**src/rtl/victim_buffer_ring_top_macros.svh**
```systemverilog
// assertion macros for the victim buffer ring
`ifndef VICTIM_BUFFER_RING_TOP_MACROS_SVH
`define VICTIM_BUFFER_RING_TOP_MACROS_SVH
`ifndef SYNTHESIS
// antecedent in this cycle, consequent in the next
`define VBR_ASSERT_NEXT(name, clk, rst_n, ante, cons) \
    name: assert property (@(posedge clk) disable iff (!rst_n) (ante) |=> (cons)) \
        else $error("victim buffer ring check failed");
// antecedent and consequent in the same cycle
`define VBR_ASSERT_SAME(name, clk, rst_n, ante, cons) \
    name: assert property (@(posedge clk) disable iff (!rst_n) (ante) |-> (cons)) \
        else $error("victim buffer ring check failed");
`else
`define VBR_ASSERT_NEXT(name, clk, rst_n, ante, cons)
`define VBR_ASSERT_SAME(name, clk, rst_n, ante, cons)
`endif
`endif

```
**src/rtl/vbr_pkg.sv**
```systemverilog
package vbr_pkg;

    localparam int VBR_ENTRIES = 8;
    localparam int VBR_IDX_W   = 3;
    localparam int VBR_CNT_W   = VBR_IDX_W + 1;
    localparam int VBR_MODE_W  = 3;
    localparam int VBR_TYPE_W  = 2;
    localparam int VBR_ADDR_W  = 44;
    localparam int VBR_DATA_W  = 64;

    typedef logic [VBR_IDX_W-1:0]   t_idx;
    typedef logic [VBR_CNT_W-1:0]   t_cnt;
    typedef logic [VBR_ENTRIES-1:0] t_mask;

    typedef enum logic [VBR_MODE_W-1:0] {
        MODE_ADD       = 3'd0,
        MODE_PROCESS   = 3'd1,
        MODE_CLR_PROBE = 3'd2,
        MODE_FREE      = 3'd3,
        MODE_MATCH     = 3'd4
    } t_mode;

    typedef struct packed {
        logic [VBR_MODE_W-1:0] mode;
        t_idx                  entry_index;
        logic [VBR_TYPE_W-1:0] block_type;
        logic [VBR_ADDR_W-1:0] addr;
        logic [VBR_DATA_W-1:0] data_word;
        logic                  probe_flag;
    } t_in_word;

    typedef struct packed {
        t_idx                  slot_used;
        logic [VBR_TYPE_W-1:0] out_type;
        logic [VBR_ADDR_W-1:0] out_addr;
        logic [VBR_DATA_W-1:0] out_data;
        logic                  addr_hit;
        logic                  pending_found;
        t_idx                  pending_slot;
    } t_out_word;

    typedef struct packed {
        logic found;
        t_idx idx;
    } t_pick;

    function automatic t_idx ring_next(t_idx p);
        return (p == t_idx'(VBR_ENTRIES - 1)) ? '0 : t_idx'(p + 1'b1);
    endfunction

    // slots from head to tail inclusive, in ring order
    function automatic t_mask win_mask(t_idx h, t_idx t);
        t_mask m;
        t_idx  ii;
        for (int i = 0; i < VBR_ENTRIES; i++) begin
            ii = t_idx'(i);
            m[i] = (t >= h) ? ((ii >= h) && (ii <= t)) : ((ii >= h) || (ii <= t));
        end
        return m;
    endfunction

    // first set bit of mask, scanning from start with wrap
    function automatic t_pick first_from(t_mask mask, t_idx start);
        t_pick r;
        t_cnt  s;
        r = '0;
        for (int i = VBR_ENTRIES - 1; i >= 0; i--) begin
            s = t_cnt'({1'b0, start}) + t_cnt'(i);
            if (s >= t_cnt'(VBR_ENTRIES)) begin
                s = s - t_cnt'(VBR_ENTRIES);
            end
            if (mask[s[VBR_IDX_W-1:0]]) begin
                r.found = 1'b1;
                r.idx   = s[VBR_IDX_W-1:0];
            end
        end
        return r;
    endfunction

endpackage

```
**src/rtl/vbr_chan_if.sv**
```systemverilog
interface vbr_chan_if #(parameter type t_word = logic);
    logic  valid;
    logic  ready;
    t_word word;

    modport source (output valid, output word, input ready);
    modport sink   (input valid, input word, output ready);
endinterface

```
**src/rtl/vbr_in_stage.sv**
```systemverilog
module vbr_in_stage (
    input  logic              i_clk,
    input  logic              i_rst_n,
    vbr_chan_if.sink          i_in,
    input  logic              i_adv,
    output logic              o_vld,
    output vbr_pkg::t_in_word o_word
);
    import vbr_pkg::*;

    logic     r_vld;
    t_in_word r_word;
    logic     w_take;

    assign i_in.ready = !r_vld || i_adv;
    assign w_take     = i_in.valid && i_in.ready;

    always_ff @(posedge i_clk) begin
        if (!i_rst_n) begin
            r_vld <= 1'b0;
        end else if (w_take) begin
            r_vld <= 1'b1;
        end else if (i_adv) begin
            r_vld <= 1'b0;
        end
    end

    always_ff @(posedge i_clk) begin
        if (w_take) begin
            r_word <= i_in.word;
        end
    end

    assign o_vld  = r_vld;
    assign o_word = r_word;
endmodule

```
**src/rtl/vbr_core.sv**
```systemverilog
module vbr_core (
    input  logic               i_clk,
    input  logic               i_rst_n,
    input  logic               i_adv,
    input  vbr_pkg::t_in_word  i_word,
    output vbr_pkg::t_out_word o_res
);
    import vbr_pkg::*;

    t_mask r_valid, r_done, r_probe;
    t_idx  r_head, r_tail;
    logic [VBR_TYPE_W-1:0] r_type [VBR_ENTRIES];
    logic [VBR_ADDR_W-1:0] r_addr [VBR_ENTRIES];
    logic [VBR_DATA_W-1:0] r_data [VBR_ENTRIES];

    t_mask n_valid, n_done, n_probe;
    t_idx  n_head, n_tail;

    t_idx      w_e;
    t_idx      w_add_slot;
    t_mask     w_e_hot;
    t_mask     w_win;
    t_mask     w_addr_eq;
    t_pick     w_free_pick;
    t_pick     w_pend;
    logic      w_wr_add;
    t_out_word w_res;

    assign w_e        = i_word.entry_index;
    assign w_e_hot    = t_mask'(1) << w_e;
    assign w_win      = win_mask(r_head, r_tail);
    assign w_add_slot = r_valid[r_tail] ? ring_next(r_tail) : r_tail;
    // leading invalid slots after the free
    assign w_free_pick = first_from(r_valid & ~w_e_hot & w_win, r_head);

    always_comb begin
        for (int i = 0; i < VBR_ENTRIES; i++) begin
            w_addr_eq[i] = (r_addr[i] == i_word.addr);
        end
    end

    always_comb begin
        n_valid  = r_valid;
        n_done   = r_done;
        n_probe  = r_probe;
        n_head   = r_head;
        n_tail   = r_tail;
        w_wr_add = 1'b0;
        w_res    = '0;
        w_res.slot_used = w_e;
        case (i_word.mode)
            MODE_ADD: begin
                n_tail              = w_add_slot;
                n_valid[w_add_slot] = 1'b1;
                n_done[w_add_slot]  = 1'b0;
                n_probe[w_add_slot] = i_word.probe_flag;
                w_wr_add            = 1'b1;
                w_res.slot_used     = w_add_slot;
            end
            MODE_PROCESS: begin
                n_done[w_e]    = 1'b1;
                w_res.out_type = r_type[w_e];
                w_res.out_addr = r_addr[w_e];
                w_res.out_data = r_data[w_e];
            end
            MODE_CLR_PROBE: begin
                n_probe[w_e] = 1'b0;
            end
            MODE_FREE: begin
                n_valid[w_e] = 1'b0;
                n_head = w_free_pick.found ? w_free_pick.idx : ring_next(r_tail);
            end
            MODE_MATCH: begin
                w_res.addr_hit = |(r_valid & r_probe & w_win & w_addr_eq);
            end
            default: begin
            end
        endcase
    end

    assign w_pend = first_from(n_valid & ~n_done & win_mask(n_head, n_tail), n_head);

    always_comb begin
        o_res = w_res;
        o_res.pending_found = w_pend.found;
        o_res.pending_slot  = w_pend.found ? w_pend.idx : '0;
    end

    always_ff @(posedge i_clk) begin
        if (!i_rst_n) begin
            r_valid <= '0;
            r_done  <= '0;
            r_probe <= '0;
            r_head  <= '0;
            r_tail  <= '0;
        end else if (i_adv) begin
            r_valid <= n_valid;
            r_done  <= n_done;
            r_probe <= n_probe;
            r_head  <= n_head;
            r_tail  <= n_tail;
        end
    end

    always_ff @(posedge i_clk) begin
        if (i_adv && w_wr_add) begin
            r_type[w_add_slot] <= i_word.block_type;
            r_addr[w_add_slot] <= i_word.addr;
            r_data[w_add_slot] <= i_word.data_word;
        end
    end
endmodule

```
**src/rtl/victim_buffer_ring_top.sv**
```systemverilog
// victim buffer ring: each input word yields one registered result word
// throughput one word per cycle unless o_out stalls; the state update and scan set this
// an input register and a result register part the two channels
// reset is synchronous, active low: clears valid, processed and probe bits, both
// pointers and the stage valids; stored type, address and data are not cleared
module victim_buffer_ring_top (
    input  logic        i_clk,
    input  logic        i_rst_n,
    vbr_chan_if.sink    i_in,
    vbr_chan_if.source  o_out
);
    import vbr_pkg::*;

    `include "victim_buffer_ring_top_macros.svh"

    // input register stage
    logic      w_in_vld;
    t_in_word  w_in_word;
    // core advances when an input word is held and the result register is free or being emptied
    logic      w_adv;
    t_out_word w_res;
    // result register
    logic      r_out_vld;
    t_out_word r_out;
    // operation being retired this cycle, for the checks
    logic      w_do_add;
    logic      w_not_match;
    logic      w_not_proc;
    logic      w_out_blank;

    assign w_adv = w_in_vld && (!r_out_vld || o_out.ready);

    vbr_in_stage u_in_stage (
        .i_clk   (i_clk),
        .i_rst_n (i_rst_n),
        .i_in    (i_in),
        .i_adv   (w_adv),
        .o_vld   (w_in_vld),
        .o_word  (w_in_word)
    );

    // ring state, operation decode and pending scan
    vbr_core u_core (
        .i_clk   (i_clk),
        .i_rst_n (i_rst_n),
        .i_adv   (w_adv),
        .i_word  (w_in_word),
        .o_res   (w_res)
    );

    // result register holds its word until taken
    always_ff @(posedge i_clk) begin
        if (!i_rst_n) begin
            r_out_vld <= 1'b0;
        end else if (w_adv) begin
            r_out_vld <= 1'b1;
        end else if (o_out.ready) begin
            r_out_vld <= 1'b0;
        end
    end

    always_ff @(posedge i_clk) begin
        if (w_adv) begin
            r_out <= w_res;
        end
    end

    assign o_out.valid = r_out_vld;
    assign o_out.word  = r_out;

    assign w_do_add    = w_adv && (w_in_word.mode == MODE_ADD);
    assign w_not_match = w_adv && (w_in_word.mode != MODE_MATCH);
    assign w_not_proc  = w_adv && (w_in_word.mode != MODE_PROCESS);
    assign w_out_blank = (r_out.out_type == '0) && (r_out.out_addr == '0)
                         && (r_out.out_data == '0);

    // an added entry is always valid, unprocessed and inside the window
    `VBR_ASSERT_NEXT(a_add_pending, i_clk, i_rst_n, w_do_add, r_out.pending_found)
    // only a match query can report a hit
    `VBR_ASSERT_NEXT(a_hit_match_only, i_clk, i_rst_n, w_not_match, !r_out.addr_hit)
    // contents only come back for a process operation
    `VBR_ASSERT_NEXT(a_contents_process_only, i_clk, i_rst_n, w_not_proc, w_out_blank)
    // a stalled result word keeps the ring state frozen
    `VBR_ASSERT_SAME(a_stall_freezes, i_clk, i_rst_n, r_out_vld && !o_out.ready, !w_adv)
endmodule
```
**src/flat_wrapper.sv**
```systemverilog
// flat-port wrapper written by rule: the top's interface ports become plain ports
module victim_buffer_ring_top_flat import vbr_pkg::*;
  (i_clk, i_rst_n, i_in_valid, i_in_word, i_in_ready, o_out_valid, o_out_word, o_out_ready);
  vbr_chan_if i_in_i ();
  vbr_chan_if o_out_i ();
  input  logic i_clk;
  input  logic i_rst_n;
  input wire logic [$bits(i_in_i.valid)-1:0] i_in_valid;
  input wire logic [$bits(i_in_i.word)-1:0] i_in_word;
  output wire logic [$bits(i_in_i.ready)-1:0] i_in_ready;
  output wire logic [$bits(o_out_i.valid)-1:0] o_out_valid;
  output wire logic [$bits(o_out_i.word)-1:0] o_out_word;
  input wire logic [$bits(o_out_i.ready)-1:0] o_out_ready;
  assign i_in_i.valid = i_in_valid;
  assign i_in_i.word = i_in_word;
  assign i_in_ready = i_in_i.ready;
  assign o_out_valid = o_out_i.valid;
  assign o_out_word = o_out_i.word;
  assign o_out_i.ready = o_out_ready;
  victim_buffer_ring_top u_core (.i_clk(i_clk), .i_rst_n(i_rst_n), .i_in(i_in_i), .o_out(o_out_i));
endmodule
```
**config.mk**
```make
export PLATFORM = sky130hd
export DESIGN_NAME = victim_buffer_ring_top_flat
export DESIGN_NICKNAME = d
export VERILOG_FILES = /design/src/rtl/vbr_pkg.sv /design/src/rtl/vbr_chan_if.sv /design/src/rtl/vbr_in_stage.sv /design/src/rtl/vbr_core.sv /design/src/rtl/victim_buffer_ring_top.sv /design/src/flat_wrapper.sv
export VERILOG_INCLUDE_DIRS = /design/src /design/src/rtl
export SDC_FILE = /design/constraint.sdc
export NUM_CORES = 1
export LEC_CHECK = 0
export ABC_AREA = 1
export BUFFER_PORTS_ARGS = -buffer_cell sky130_fd_sc_hd__buf_2
export CORE_UTILIZATION = 61
export CTS_CLUSTER_DIAMETER = 200
export DETAILED_ROUTE_END_ITERATION = 12
export GPL_ROUTABILITY_DRIVEN = 0
export PLACE_DENSITY = 0.81
export SKIP_CTS_REPAIR_TIMING = 1
export SYNTH_ARGS = -nofsm -noshare
export SYNTH_HDL_FRONTEND = slang
export SYNTH_SLANG_ARGS = --single-unit
```
**constraint.sdc**
```tcl
create_clock -name i_clk -period 3.8 [get_ports i_clk]
set_input_delay 0 -clock i_clk [delete_from_list [all_inputs] [get_ports i_clk]]
set_output_delay 0 -clock i_clk [all_outputs]
set_load 0.05 [all_outputs]
```
* Word level (Yosys, flattened, before mapping) *
Index checks and enable logic that the tools add are counted.

word-level totals
  register bits after elaboration = 22
  input bits = 5
  output and inout bits = 3
  word-level logic and storage cells = 63

operators by class
  add/sub/neg operators = 1
  order comparisons = 12
  equality and inequality tests = 1
  mux-type cells = 26
  bitwise gates (word level) = 7
  reductions and logical operators = 10

operators by type and width
  operator                                                        count
  two-way mux 4 bit                                               8
  AND 8 bit                                                       3
  inverter 8 bit                                                  2
  two-way mux 1 bit                                               14
  less-or-equal comparator 3 bit (first input constant)           4
  less-than comparator 3 x 4 -> 1 bit (second input constant)     2
  OR 8 bit                                                        1
  >= comparator 3 x 1 -> 1 bit (second input constant)            2
  less-or-equal comparator 1 x 3 -> 1 bit (first input constant)  2
  less-or-equal comparator 2 x 3 -> 1 bit (first input constant)  2
  two-way mux 3 bit                                               2
  nonzero test 2 bit                                              2
  adder 3 x 1 -> 3 bit (second input constant)                    1
  binary-select mux 1 bit (select 3 bit)                          1
  demux 1 bit (select 3 bit)                                      1
  equality test 3 bit (second input constant)                     1
  logical AND 1 bit                                               3
  logical NOT 1 bit                                               2
  logical OR 1 bit                                                2
  OR reduction 2 bit                                              1
  inverter 1 bit                                                  1

* Depth between registers and ports, before layout *
Gate-level depths: netlist of the first run.

  depth after elaboration = 22
  mapped depth = 14
  mapped depth without buffers = 13

* Cells and area by module *
Synthesis of the first run repeated with hierarchy kept, for this count alone.

unflattened totals
  cells, all modules = 3356
  area total of the unflattened synthesis = 40735.3 sq um

modules (own cells, without submodules)
  module                  instances  cells each  area each (sq um)
  vbr_core                1          3223        39698.1
  vbr_in_stage            1          125         955.9
  victim_buffer_ring_top  1          8           81.3

* Worst setup path before layout of the first run *
Ideal clock, no wire load.

  path kind = register to register
  start point = reg u_core.u_core.r_tail[1]
  end point = reg u_core.r_out, in the netlist u_core.o_out.word, data pin
  data arrival time = 1293 ps
  required time = 3551 ps
  slack = 2258 ps
  cell stages (with the launch flop) = 11
  path buffers = 0
  path through = dfxtp_1 > ha_1 > ha_1 > inv_1 > nand2_2 > nand2_4 > nand3_2 > nand3_1 > nand3_1 > nand2_1 > inv_1

on the way
  cells in the longest elaborated chain, start to end = 22

ends and longest elaborated chain
  what                                                                                        line                          text
  from (decl)                                                                                 vbr_core.sv:11                t_idx r_head, r_tail;
  from (signal assigned)                                                                      vbr_core.sv:101               r_tail <= n_tail;
  adder 3 x 1 -> 3 bit, or another cell as far along                                          n/a
  two-way mux 3 bit / two-way mux 1 bit (equally long branches)                               n/a
  two-way mux 3 bit *                                                                         vbr_core.sv:32                assign w_add_slot = r_valid[r_tail] ? ring_next(r_tail) : r_tail;
  less-than comparator 3 x 4 -> 1 bit / >= comparator 3 x 1 -> 1 bit (equally long branches)  n/a
  logical AND 1 bit                                                                           n/a
  two-way mux 1 bit                                                                           n/a
  demux 1 bit (select 3 bit)                                                                  n/a
  inverter 8 bit (no source line)                                                             n/a
  AND 8 bit (no source line)                                                                  n/a
  inverter 8 bit                                                                              vbr_core.sv:81                assign w_pend = first_from(n_valid & ~n_done & win_mask(n_head, n_tail), n_head);
  AND 8 bit                                                                                   vbr_core.sv:81
  AND 8 bit *                                                                                 vbr_core.sv:81
  two-way mux 4 bit (8 in a row)                                                              vbr_pkg.sv:72                 if (mask[s[VBR_IDX_W-1:0]]) begin
  inverter 1 bit (no source line)                                                             n/a
  OR reduction 2 bit (no source line)                                                         n/a
  to (signal assigned)                                                                        victim_buffer_ring_top.sv:64  r_out <= w_res;
  to (decl)                                                                                   victim_buffer_ring_top.sv:24  t_out_word r_out;

Every way passes the cells marked *; elsewhere a longest branch is shown, timed or not. The select of a mux whose other input is x is not followed.
A chain may end at the register's enable or synchronous reset.

* Worst setup path in the final report of the first run *
  start point = reg u_core.u_core.r_tail[0]
  end point = reg u_core.r_out, in the netlist u_core.o_out.word, data pin

The elaborated chain is that of the path after synthesis.

==> impl_results.md, run 1 <==
* Critical-path maximum fanout at 9
* Worst Setup EP: u_core.o_out.word
* Finished Cell Area at between 1000 and 1500 um^2
* DRC at 0
* Power Total at roughly 420 uW
* FP Rows at 14
* Share of cells above drive strength 1 at a little over a fifth
* RSZ-0062 raised after global routing: false
* WP depth at 10
* CTS sink count at 21
* Clock Pin Slew Worst Setup and Hold Paths at 0.11 ns
* Skew-Pair Late Insertion Delay at around 0.31 ns
* Global-route wire length before repair at 3560 um
* H-tree levels at 1
* HP Class: primary input to flop
* Reg2reg start: u_core.u_core.r_tail[0]
* Library cells used by synthesis at 21
* Register area share after synthesis at about 40%
* FF-to-FF path depth at 10
* DR iter-0 viols at 28
* DIE HEIGHT at 43.9 um
* Number of vias per cell at 5.33
* ANT nets after route at 0
* Crit path DAT at around 2.0 ns
* Core Region at about 1600 um^2
* Post-detail-place hpwl at 1540 um
* Fin. Hold Viols at 0
* Worst-case clock buffer depth at 2
* Clock root buffer: clkbuf_4
* Final setup fails at 0
* Final Critical Period at 1.89 ns
* CP top delay family: flip-flops
* Worst Tran Pin Value at between 0.4 and 0.5 ns
* YS warnings at 0
* Largest stage delay, worst path at approximately 0.62 ns
* Initial antenna violation count at 0
* Dpl ws at ~1.9 ns
* Maximum vdd drop at approximately 0.00036 V
* Largest net degree at the start of global routing at 16
* Starting density of the core at approximately two thirds
* Mean Syn Cell Area at a little over 7 um^2
* Critical Path Source Type: flop
* Post-Route WL at slightly above 2000 um
* Die X-Extent at 43.9 um
* Mapped Nets at ~160
* Pre-antenna DRT Iters at 6
* CP Buf/Inv Count at 2
* Reg2Reg Setup Slack at around 1.9 ns
* Tcrit/Tclk final at 49.9%
* Finished Layout Cells at 174
* Post-Syn Instances at around 150
* Worst clock skew at 0.00598 ns
* Pins over their slew limit at 0
* Remaining global-route overflow at 0
* Setup_tns at 0 ns
* F_max at about 530 MHz
* Vias in the first global route at just under 900
* Crit path required time at slightly below 4 ns
* Placed Area at ~1100 um^2
* Total CTS buffers at 3
* Status: finished, final reports clean
* Worst Setup SP: u_core.u_core.r_tail[0]
* Die area at 1930 um^2
* Worst Setup End Kind: flop
* Worst Setup Slack, final at 1.91 ns
* Max_cap viols at 0
* Finished Core Util at 73.2%
* # diodes at 0
* Crit path kind: flop to flop
* PortBufs at 6
* IO Count at 8
* Power Dens Cells at between 300 and 400 nW/um^2
* Slowest stage cell, crit path: dfxtp_1
* Hold Slack at ~0.0065 ns
* CTS tree: done
* CP Cell Sequence: ha_1 -> ha_1 -> inv_1 -> nand2_2 -> nand2_4 -> nand3_2 -> nand3_1 -> nand3_1 -> nand2_1 -> inv_1
* Vias at between 900 and 1,000
* FF-to-FF End: u_core.o_out.word
* Synthesis-stage register bit count at 21
* Cells after DPL at 168
* Area growth syn-to-layout at 7.58%
* Final nets at approximately 170
* Synth Cell Area at 1070 um^2
* Worst slew margin at around two thirds
* GRT Total Usage at between 20% and 30%
* WL/cell at between 10 and 15 um
* Leak at around 0.57 nW
registers in the layout, summed over array words and instances, names as in the netlist:
name                     flops
u_core.u_core.r_valid        8
u_core.o_out.word            1
u_core.u_in_stage.o_vld      1
u_core.u_core.r_done         7
u_core.u_core.r_tail         3
u_core.o_out.valid           1
report_power, final:
part	switching, mW	total, mW	internal [mW]
Combinational	0.0517	0.0752	0.0234
Sequential	0.00713	0.236	0.229
Clock	0.0654	0.106	0.0410
synth_stat cells (all sizes together):
| master | number | area, um^2 |
|---|---|---|
| inv | 28 | 110 |
| nand3 | 23 | 150 |
| or2 | 1 | 6.26 |
| nor3 | 4 | 20.0 |
| a21oi | 8 | 40.0 |
| o21ai | 3 | 15.0 |
| nand2 | 35 | 169 |
| ha | 2 | 25.0 |
| buf | 1 | 11.3 |
| clkinv | 1 | 5.00 |
| o211ai | 1 | 7.51 |
| dfxtp | 20 | 400 |
| nor2 | 19 | 78.8 |
| clkbuf | 1 | 3.75 |
| edfxtp | 1 | 30.0 |
placed cells by master, fill, tap and decap left out, types with 4 or more instances in the layout:
cell type,instances
nand2_1,24
nor2_1,16
nand3_1,16
inv_1,26
nand3_2,7
dfxtp_1,20
nand2_2,9
buf_2,6
nor3_1,4
a21oi_1,8
logic make-up (layout without fill, tap and decap cells):
| group | after synthesis | after routing | share of synthesized area [%] |
|---|---|---|---|
| buffers and inverters | 31 | 41 | 12.1 |
| adders and majority gates | 2 | 2 | 2.33 |
| DFF | 21 | 21 | 40.1 |
| and+or+nand+nor | 82 | 82 | 39.6 |
| AOI/OAI and AO/OA | 12 | 12 | 5.83 |
routing by layer:
metal	wire length, um	GRT usage, %	vias to the layer above	share of wire (%)
li1	-	-	480	-
met1	942	32.7	416	46
met2	972	41.2	26	47
met3	112	3.75	5	5.4
met4	34	12.1	0	1.6
met5	0	0	-	0
how the worst min path moves through the flow:
| stage | start | end | slack [ns] | depth (start not counted) |
|---|---|---|---|---|
| after floorplan | i_rst_n | u_core.u_core.r_tail[2] | 0.13 | 2 |
| after global placement | i_in_valid | u_core.u_in_stage.o_vld | 0.24 | 3 |
| after detailed placement | i_in_valid | u_core.u_in_stage.o_vld | 0.26 | 3 |
| after CTS | i_in_valid | u_core.u_in_stage.o_vld | -0.07 | 3 |
| after global routing | o_out_ready | u_core.u_in_stage.o_vld | 0.04 | 4 |
| final | o_out_ready | u_core.u_in_stage.o_vld | 0.006 | 4 |
tightest hold or removal path, delay by kind of cell:
kind / cells / cell delay [ns]
compound gates: 1 / 0.06
simple gates: 1 / 0.07
buf+inv: 2 / 0.13
area by class of cell:
class | instances | area, um^2
multi-input cells | 96 | 512
flip-flops and latches | 21 | 430
fillers | 142 | 423
inverters | 29 | 115
repair buffers | 8 | 50.0
clock buffers | 4 | 26.3
well taps | 16 | 20.0
No activity file was read; power rests on OpenSTA's default activity.
==> inputs of run 2 (changes only) <==
Settings changed: CORE_UTILIZATION 61 to 57, PLACE_DENSITY 0.81 to 0.76.
Clock period 3.8 ns to 1.95 ns, I/O delays scaled along.
==> run 2 against run 1 <==
Fmax rose by 8.1%. Sequential power rose by 92%. First-iteration DRC count rose by 3.6%. Flip-flop and latch count did not move. Global-route usage fell by 3.0 points. Final cell count rose by 6.9%. Via count rose by 2.8%. Final area rose by 3.5%. Non-clock buffer count rose by 3. Combinational power rose by 110%. Clock power rose by 100%. Worst hold slack improved by 0.45 ns. Critical endpoint unchanged.
==> impl_results.md, run 2 (synthesis gave the netlist of run 1 again) <==
* Status: finished, final reports clean
* Sequential fraction of design power at between 50% and 60%
* Clock Pin Slew Worst Setup and Hold Paths at 0.12 ns
* Number of vias per cell at between 5 and 6
* Max_cap viols at 0
* DR iter-0 viols at 29
* Skew-Pair Late Insertion Delay at approximately 0.32 ns
* Largest Register: u_core.u_core.r_valid
* Critical-path maximum fanout at 9
* Clock root buffer: clkbuf_4
* CP top delay family: simple AND/OR/NAND/NOR gates
* RSZ-0062 raised after global routing: false
* # diodes at 0
* Sw Ratio at a little under a third
* Met3 track demand over resource at between 3 and 4%
* Total CTS buffers at 3
* F_max at between 500 and 600 MHz
* ANT nets after route at 0
* Final setup fails at 0
* Maximum vdd drop at 0.000510 V
* Routing usage on met2 at between 30% and 40%
* Power Total at ~830 uW
* Post-Route WL at 2200 um
* HP Class: flop to flop
* Largest net degree at the start of global routing at 16
* GRT Total Usage at roughly 22%
* Leak at 0.583 nW
* CP Cell Sequence: buf_4 -> ha_1 -> ha_1 -> inv_1 -> nand2_2 -> nand2_4 -> nand3_2 -> nand3_1 -> nand3_1 -> nand2_1 -> inv_1
* Global-route wire length before repair at around 3200 um
* WL/cell at 11.8 um
* CTS tree: done
* # fillers at 170
* DRC at 0
* PortBufs at 6
* Die X-Extent at about 45 um
* GR peak layer: met2
* Area growth syn-to-layout at 11.3%
* Remaining global-route overflow at 0
* CP Buf/Inv Count at 3
* Int Pwr at around 570 uW
* Worst Setup Slack, final at just under 0.2 ns
* Most common cell after layout, fill and taps aside: inv_1
* Initial antenna violation count at 0
* Regs by FF count: u_core.u_core.r_valid (8), u_core.u_core.r_done (7), u_core.u_core.r_tail (3)
* Starting density of the core at around three fifths
* FF-to-FF End: u_core.o_out.word
* Fin. Hold Viols at 0
* IO Count at 8
* Worst clock skew at a little over 0.01 ns
* DIE HEIGHT at approximately 45 um
* Slowest stage cell, crit path: dfxtp_1
* Core Region at 1750 um^2
* Reg2reg start: u_core.u_core.r_tail[0]
* Worst Setup End Kind: flop
* Pins over their slew limit at 0
* Dpl ws at 0.212 ns
* Comb power frac at between 10% and 20%
* Finished Core Util at around two thirds
* Power Dens Cells at 694 nW/um^2
* Final nets at roughly 170
* Worst Setup SP: u_core.u_core.r_tail[0]
* Pre-antenna DRT Iters at 6
* Psw at between 200 and 300 uW
* Final Critical Period at roughly 1.8 ns
* Vias in the first global route at between 700 and 800
* Clk pwr share at 26.0%
* Crit path kind: flop to flop
* Post-detail-place hpwl at 1600 um
* FP Rows at 15
* Die area at a little over 2000 um^2
* Critical Path Source Type: flop
* FF-to-FF path depth at 11
* H-tree levels at 1
* Worst Setup EP: u_core.o_out.word
* Max FFs per register at 8
* Reg2Reg Setup Slack at just under 0.2 ns
* Vias at between 900 and 1,000
* WP depth at 11
* Worst Tran Pin Value at 0.461 ns
* CTS sink count at 21
* Worst-case clock buffer depth at 2
* Most frequent cells in the layout: 26 x inv_1, 24 x nand2_1, 20 x dfxtp_1
* Crit path DAT at roughly 1.9 ns
* Share of cells above drive strength 1 at between 20 and 25%
* Worst slew margin at about 69%
* Grt met1 use at between 20% and 30%
* Setup_tns at 0 ns
* Crit path required time at 2.05 ns
* Tcrit/Tclk final at around 90%
* Largest stage delay, worst path at 0.32 ns
-- run 2: cell types whose count changed in the layout (fill, tap and decap cells not counted) --
cell / change
clkinv_2: +1
dlygate4sd3_1: +2
clkbuf_1: -1
buf_4: +1
-- run 2: worst min-delay path by stage --
stage	from	cells past startpoint	to
floorplan	i_rst_n	2	u_core.u_core.r_tail[2]
global placement	i_in_valid	3	u_core.u_in_stage.o_vld
detailed placement	i_in_valid	3	u_core.u_in_stage.o_vld
CTS	i_in_valid	3	u_core.u_in_stage.o_vld
global route	u_core.u_core.r_done[0]	2	u_core.u_core.r_done[0]
finish	u_core.u_core.r_done[0]	2	u_core.u_core.r_done[0]
-- run 2: final cells by class --
| class | count | area [um^2] | share of cell area, % |
|---|---|---|---|
| clock inverter | 1 | 5.00 | 0.419 |
| timing repair buffer | 11 | 77.6 | 6.50 |
| multi-input combinational | 96 | 512 | 42.9 |
| inverter | 29 | 115 | 9.64 |
| tap | 25 | 31.3 | 2.62 |
| clock buffer | 3 | 22.5 | 1.89 |
| sequential | 21 | 430 | 36.1 |
-- run 2: through the flow --
stage          cells  instance area (um^2)  hold slack, ns
4_1_cts          182                  1150         -0.0895
6_report         186                  1190           0.453
3_5_place_dp     178                  1130           0.246
2_1_floorplan    148                  1070           0.126
3_3_place_gp     178                  1130           0.239
5_1_grt          186                  1190           0.476
-- run 2: worst min-delay path: cells and delay by family, from the launching register on --
kind	cells	cell delay, ns
flip-flops	1	0.32
buffers and inverters	1	0.06
AND/OR/NAND/NOR	1	0.05
-- run 2: power groups by stage --
stage / combinational, mW / sequential (mW) / clock, mW
3_5_place_dp: 0.150 / 0.463 / 0
3_3_place_gp: 0.146 / 0.464 / 0
2_1_floorplan: 0.111 / 0.473 / 0
6_report: 0.159 / 0.454 / 0.215
4_1_cts: 0.151 / 0.454 / 0.216
5_1_grt: 0.173 / 0.456 / 0.228
-- run 2: routing by layer --
| layer | wire, um | vias up |
|---|---|---|
| met2 | 1090 | 22 |
| met5 | 0 | - |
| met1 | 981 | 438 |
| met3 | 84 | 5 |
| li1 | - | 488 |
| met4 | 34 | 0 |
==> inputs of run 3 (changes only) <==
Settings changed: ABC_AREA 1 to default.
==> run 3 against run 2 <==
The run now ends with setup timing left. Critical path depth decreased by 3. Sequential power increased by 2%. Area after synthesis increased by 4.6%. Final area increased by 16%. First-iteration DRC count decreased by 41%. Total power increased by 15%. Flip-flop and latch count unchanged. Clock skew increased by 0.0019 ns. Combinational power increased by 83%. Critical endpoint unchanged. Highest routed layer unchanged.
==> impl_results.md, run 3 <==
* Final Critical Period at 2.10 ns
* FP Rows at 15
* GRT Total Usage at a little under a quarter
* Psw at 289 uW
* Vias in the first global route at 815
* Top cell type by total area after synthesis: dfxtp_1
* Vias at about 930
* Crit path kind: flop to flop
* Largest cells by area after synthesis: dfxtp_1 36%, nand2_1 5.0%, mux2i_1 4.5%
* Critical-path maximum fanout at 4
* Pins over their slew limit at 0
* Final nets at 146
* Power Total at ~960 uW
* Number of vias per cell at 5.72
* Asr flop ratio synth at 0%
* Post-synth EDFFs at 1
* Largest net degree at the start of global routing at 21
* H-tree levels at 1
* CP Cell Sequence: ha_2 -> ha_4 -> or2_2 -> o221ai_2 -> nand2_1 -> a32oi_1 -> o22a_1 -> a21oi_2
* Initial antenna violation count at 0
* Worst clock skew at 0.0123 ns
* Library cells used by synthesis at 36
* Yosys top cell area share at between 30 and 40%
* Share of cells above drive strength 1 at between 30% and 40%
* Final setup fails at 9
* Worst Tran Pin Value at ~0.35 ns
* # fillers at between 100 and 150
* Failing checks: setup timing
* Most common cell after layout, fill and taps aside: dfxtp_1
* Pre-antenna DRT Iters at 5
* Tcrit/Tclk final at 108%
* Die area at between 2000 and 2500 um^2
* RSZ-0062 raised after global routing: true
* Mean Syn Cell Area at 9.83 um^2
* Worst Setup End Kind: flop
* Synth Cell Area at 1120 um^2
* Post-Syn Instances at about 110
* Leak at between 0.5 and 0.6 nW
* PortBufs at 6
* Regs by FF count: u_core.u_core.r_valid (8), u_core.u_core.r_done (7), u_core.u_core.r_tail (3)
* Comb power frac at 30.5%
* Crit path DAT at between 2 and 2.5 ns
* WL/cell at between 15 and 20 um
* # diodes at 0
* Clk pwr share at a little over a fifth
* Core Region at approximately 1800 um^2
* Largest stage delay, worst path at around 0.38 ns
* Largest Register: u_core.u_core.r_valid
* Sw Ratio at between 30% and 40%
* Status: complete, but fails checks
* Power Dens Cells at approximately 690 nW/um^2
* Cells after DPL at approximately 160
* CP top delay family: compound AO/OA/AOI/OAI gates
* Critical Path Source Type: flop
* Top-count cell post-synth: dfxtp_1
* Post-Route WL at about 2500 um
* DIE HEIGHT at roughly 46 um
* DR iter-0 viols at 17
* IO Count at 8
* Slowest stage cell, crit path: dfxtp_4
* Register area share after synthesis at between 30% and 40%
* Clock root buffer: clkbuf_4
* Remaining global-route overflow at 0
* Dpl ws at -0.116 ns
* Fin. Hold Viols at 0
* Post-detail-place hpwl at about 1700 um
* Clock Pin Slew Worst Setup and Hold Paths at between 0.1 and 0.15 ns
* Worst-case clock buffer depth at 2
* Global-route wire length before repair at about 3500 um
* HP Class: primary input to flop
* Commonest cells in the netlist: 20 x dfxtp_1, 15 x nand2_1, 9 x a21oi_1, 8 x nor2b_1, 7 x nor2_1
* Max_cap viols at 0
* Int Pwr at roughly 670 uW
* YS warnings at 0
* CTS sink count at 21
* Starting density of the core at ~63%
* Finished Layout Cells at 163
* Maximum vdd drop at 0.000536 V
* F_max at between 400 and 500 MHz
* ANT nets after route at 0
* Die X-Extent at between 40 and 50 um
* Synth Flop Type: dfxtp_1
* Worst Setup Slack, final at -0.153 ns
* Worst slew margin at 76.5%
* CTS tree: done
* Mapped Nets at approximately 120
* CP Buf/Inv Count at 0
* DRC at 0
* Synthesis-stage register bit count at 21
* Setup_tns at -0.601 ns
* Total CTS buffers at 3
* Max FFs per register at 8
* Skew-Pair Late Insertion Delay at between 0.3 and 0.4 ns
* Area growth syn-to-layout at 23.3%
* Crit path required time at between 2 and 2.5 ns
* Most frequent cells in the layout: 19 x dfxtp_1, 16 x buf_4, 14 x nand2_1
* Sequential fraction of design power at just under 50%
## run 3: changes by cell type in the layout (fill, tap and decap cells not counted), sizes merged, moves of 9 or more
cell and delta:
inv -23, nand3 -23, nand2 -20, buf +18
nor2 -12, nor2b +9
## run 3: final timing paths
path,from,slack [ns],depth (start not counted),to
min reg2reg,u_core.u_core.r_done[2],0.44,2,u_core.u_core.r_done[2]
max reg2reg,u_core.u_core.r_tail[0],-0.15,8,u_core.o_out.word
max,u_core.u_core.r_tail[0],-0.15,8,u_core.o_out.word
min,o_out_ready,0.04,3,u_core.o_out.valid
## run 3: worst register-to-register path: stages, from the launching register on
cell      delay, ns
dfxtp_4        0.38
ha_2           0.20
ha_4           0.22
or2_2          0.29
o221ai_2       0.21
nand2_1        0.12
a32oi_1        0.23
o22a_1         0.18
a21oi_2        0.05
## run 3: power groups by stage
stage	Sequential [mW]	Clock [mW]	Combinational, mW
4_1_cts	0.461	0.209	0.251
6_report	0.462	0.202	0.291
3_5_place_dp	0.471	0	0.250
3_3_place_gp	0.470	0	0.246
5_1_grt	0.464	0.225	0.309
2_1_floorplan	0.480	0	0.167
## run 3: layout make-up
cell class	count	area (um^2)	share of cell area, %
tap	25	31.3	2.26
timing repair buffer	26	203	14.7
clock buffer	4	26.3	1.90
multi-input combinational	82	669	48.4
inverter	5	18.8	1.36
sequential	21	434	31.4
## run 3: through the flow
| stage | hold WS [ns] | util, % | cell area [um^2] |
|---|---|---|---|
| global route | 0.0256 | 77.5 | 1380 |
| global placement | 0.229 | 70.7 | 1260 |
| detailed placement | 0.260 | 70.7 | 1260 |
| CTS | -0.0516 | 72.1 | 1290 |
| finish | 0.0350 | 77.5 | 1380 |
| floorplan | 0.128 | - | 1120 |
## run 3: cell families after synthesis
kind of cell / synth area share [%]
adders and majority gates: 2.23
AOI/OAI and AO/OA: 19.9
muxes: 11.0
and+or+nand+nor: 21.8
DFF: 38.4
buffers and inverters: 6.70
## run 3: per-layer routing
layer  global-route usage, %  wire [um]  vias up
li1                        -          -      453
met1                    31.1       1080      439
met2                    36.1       1170       32
met3                    5.88        131        9
met4                    11.2         83        0
met5                       0          0        -
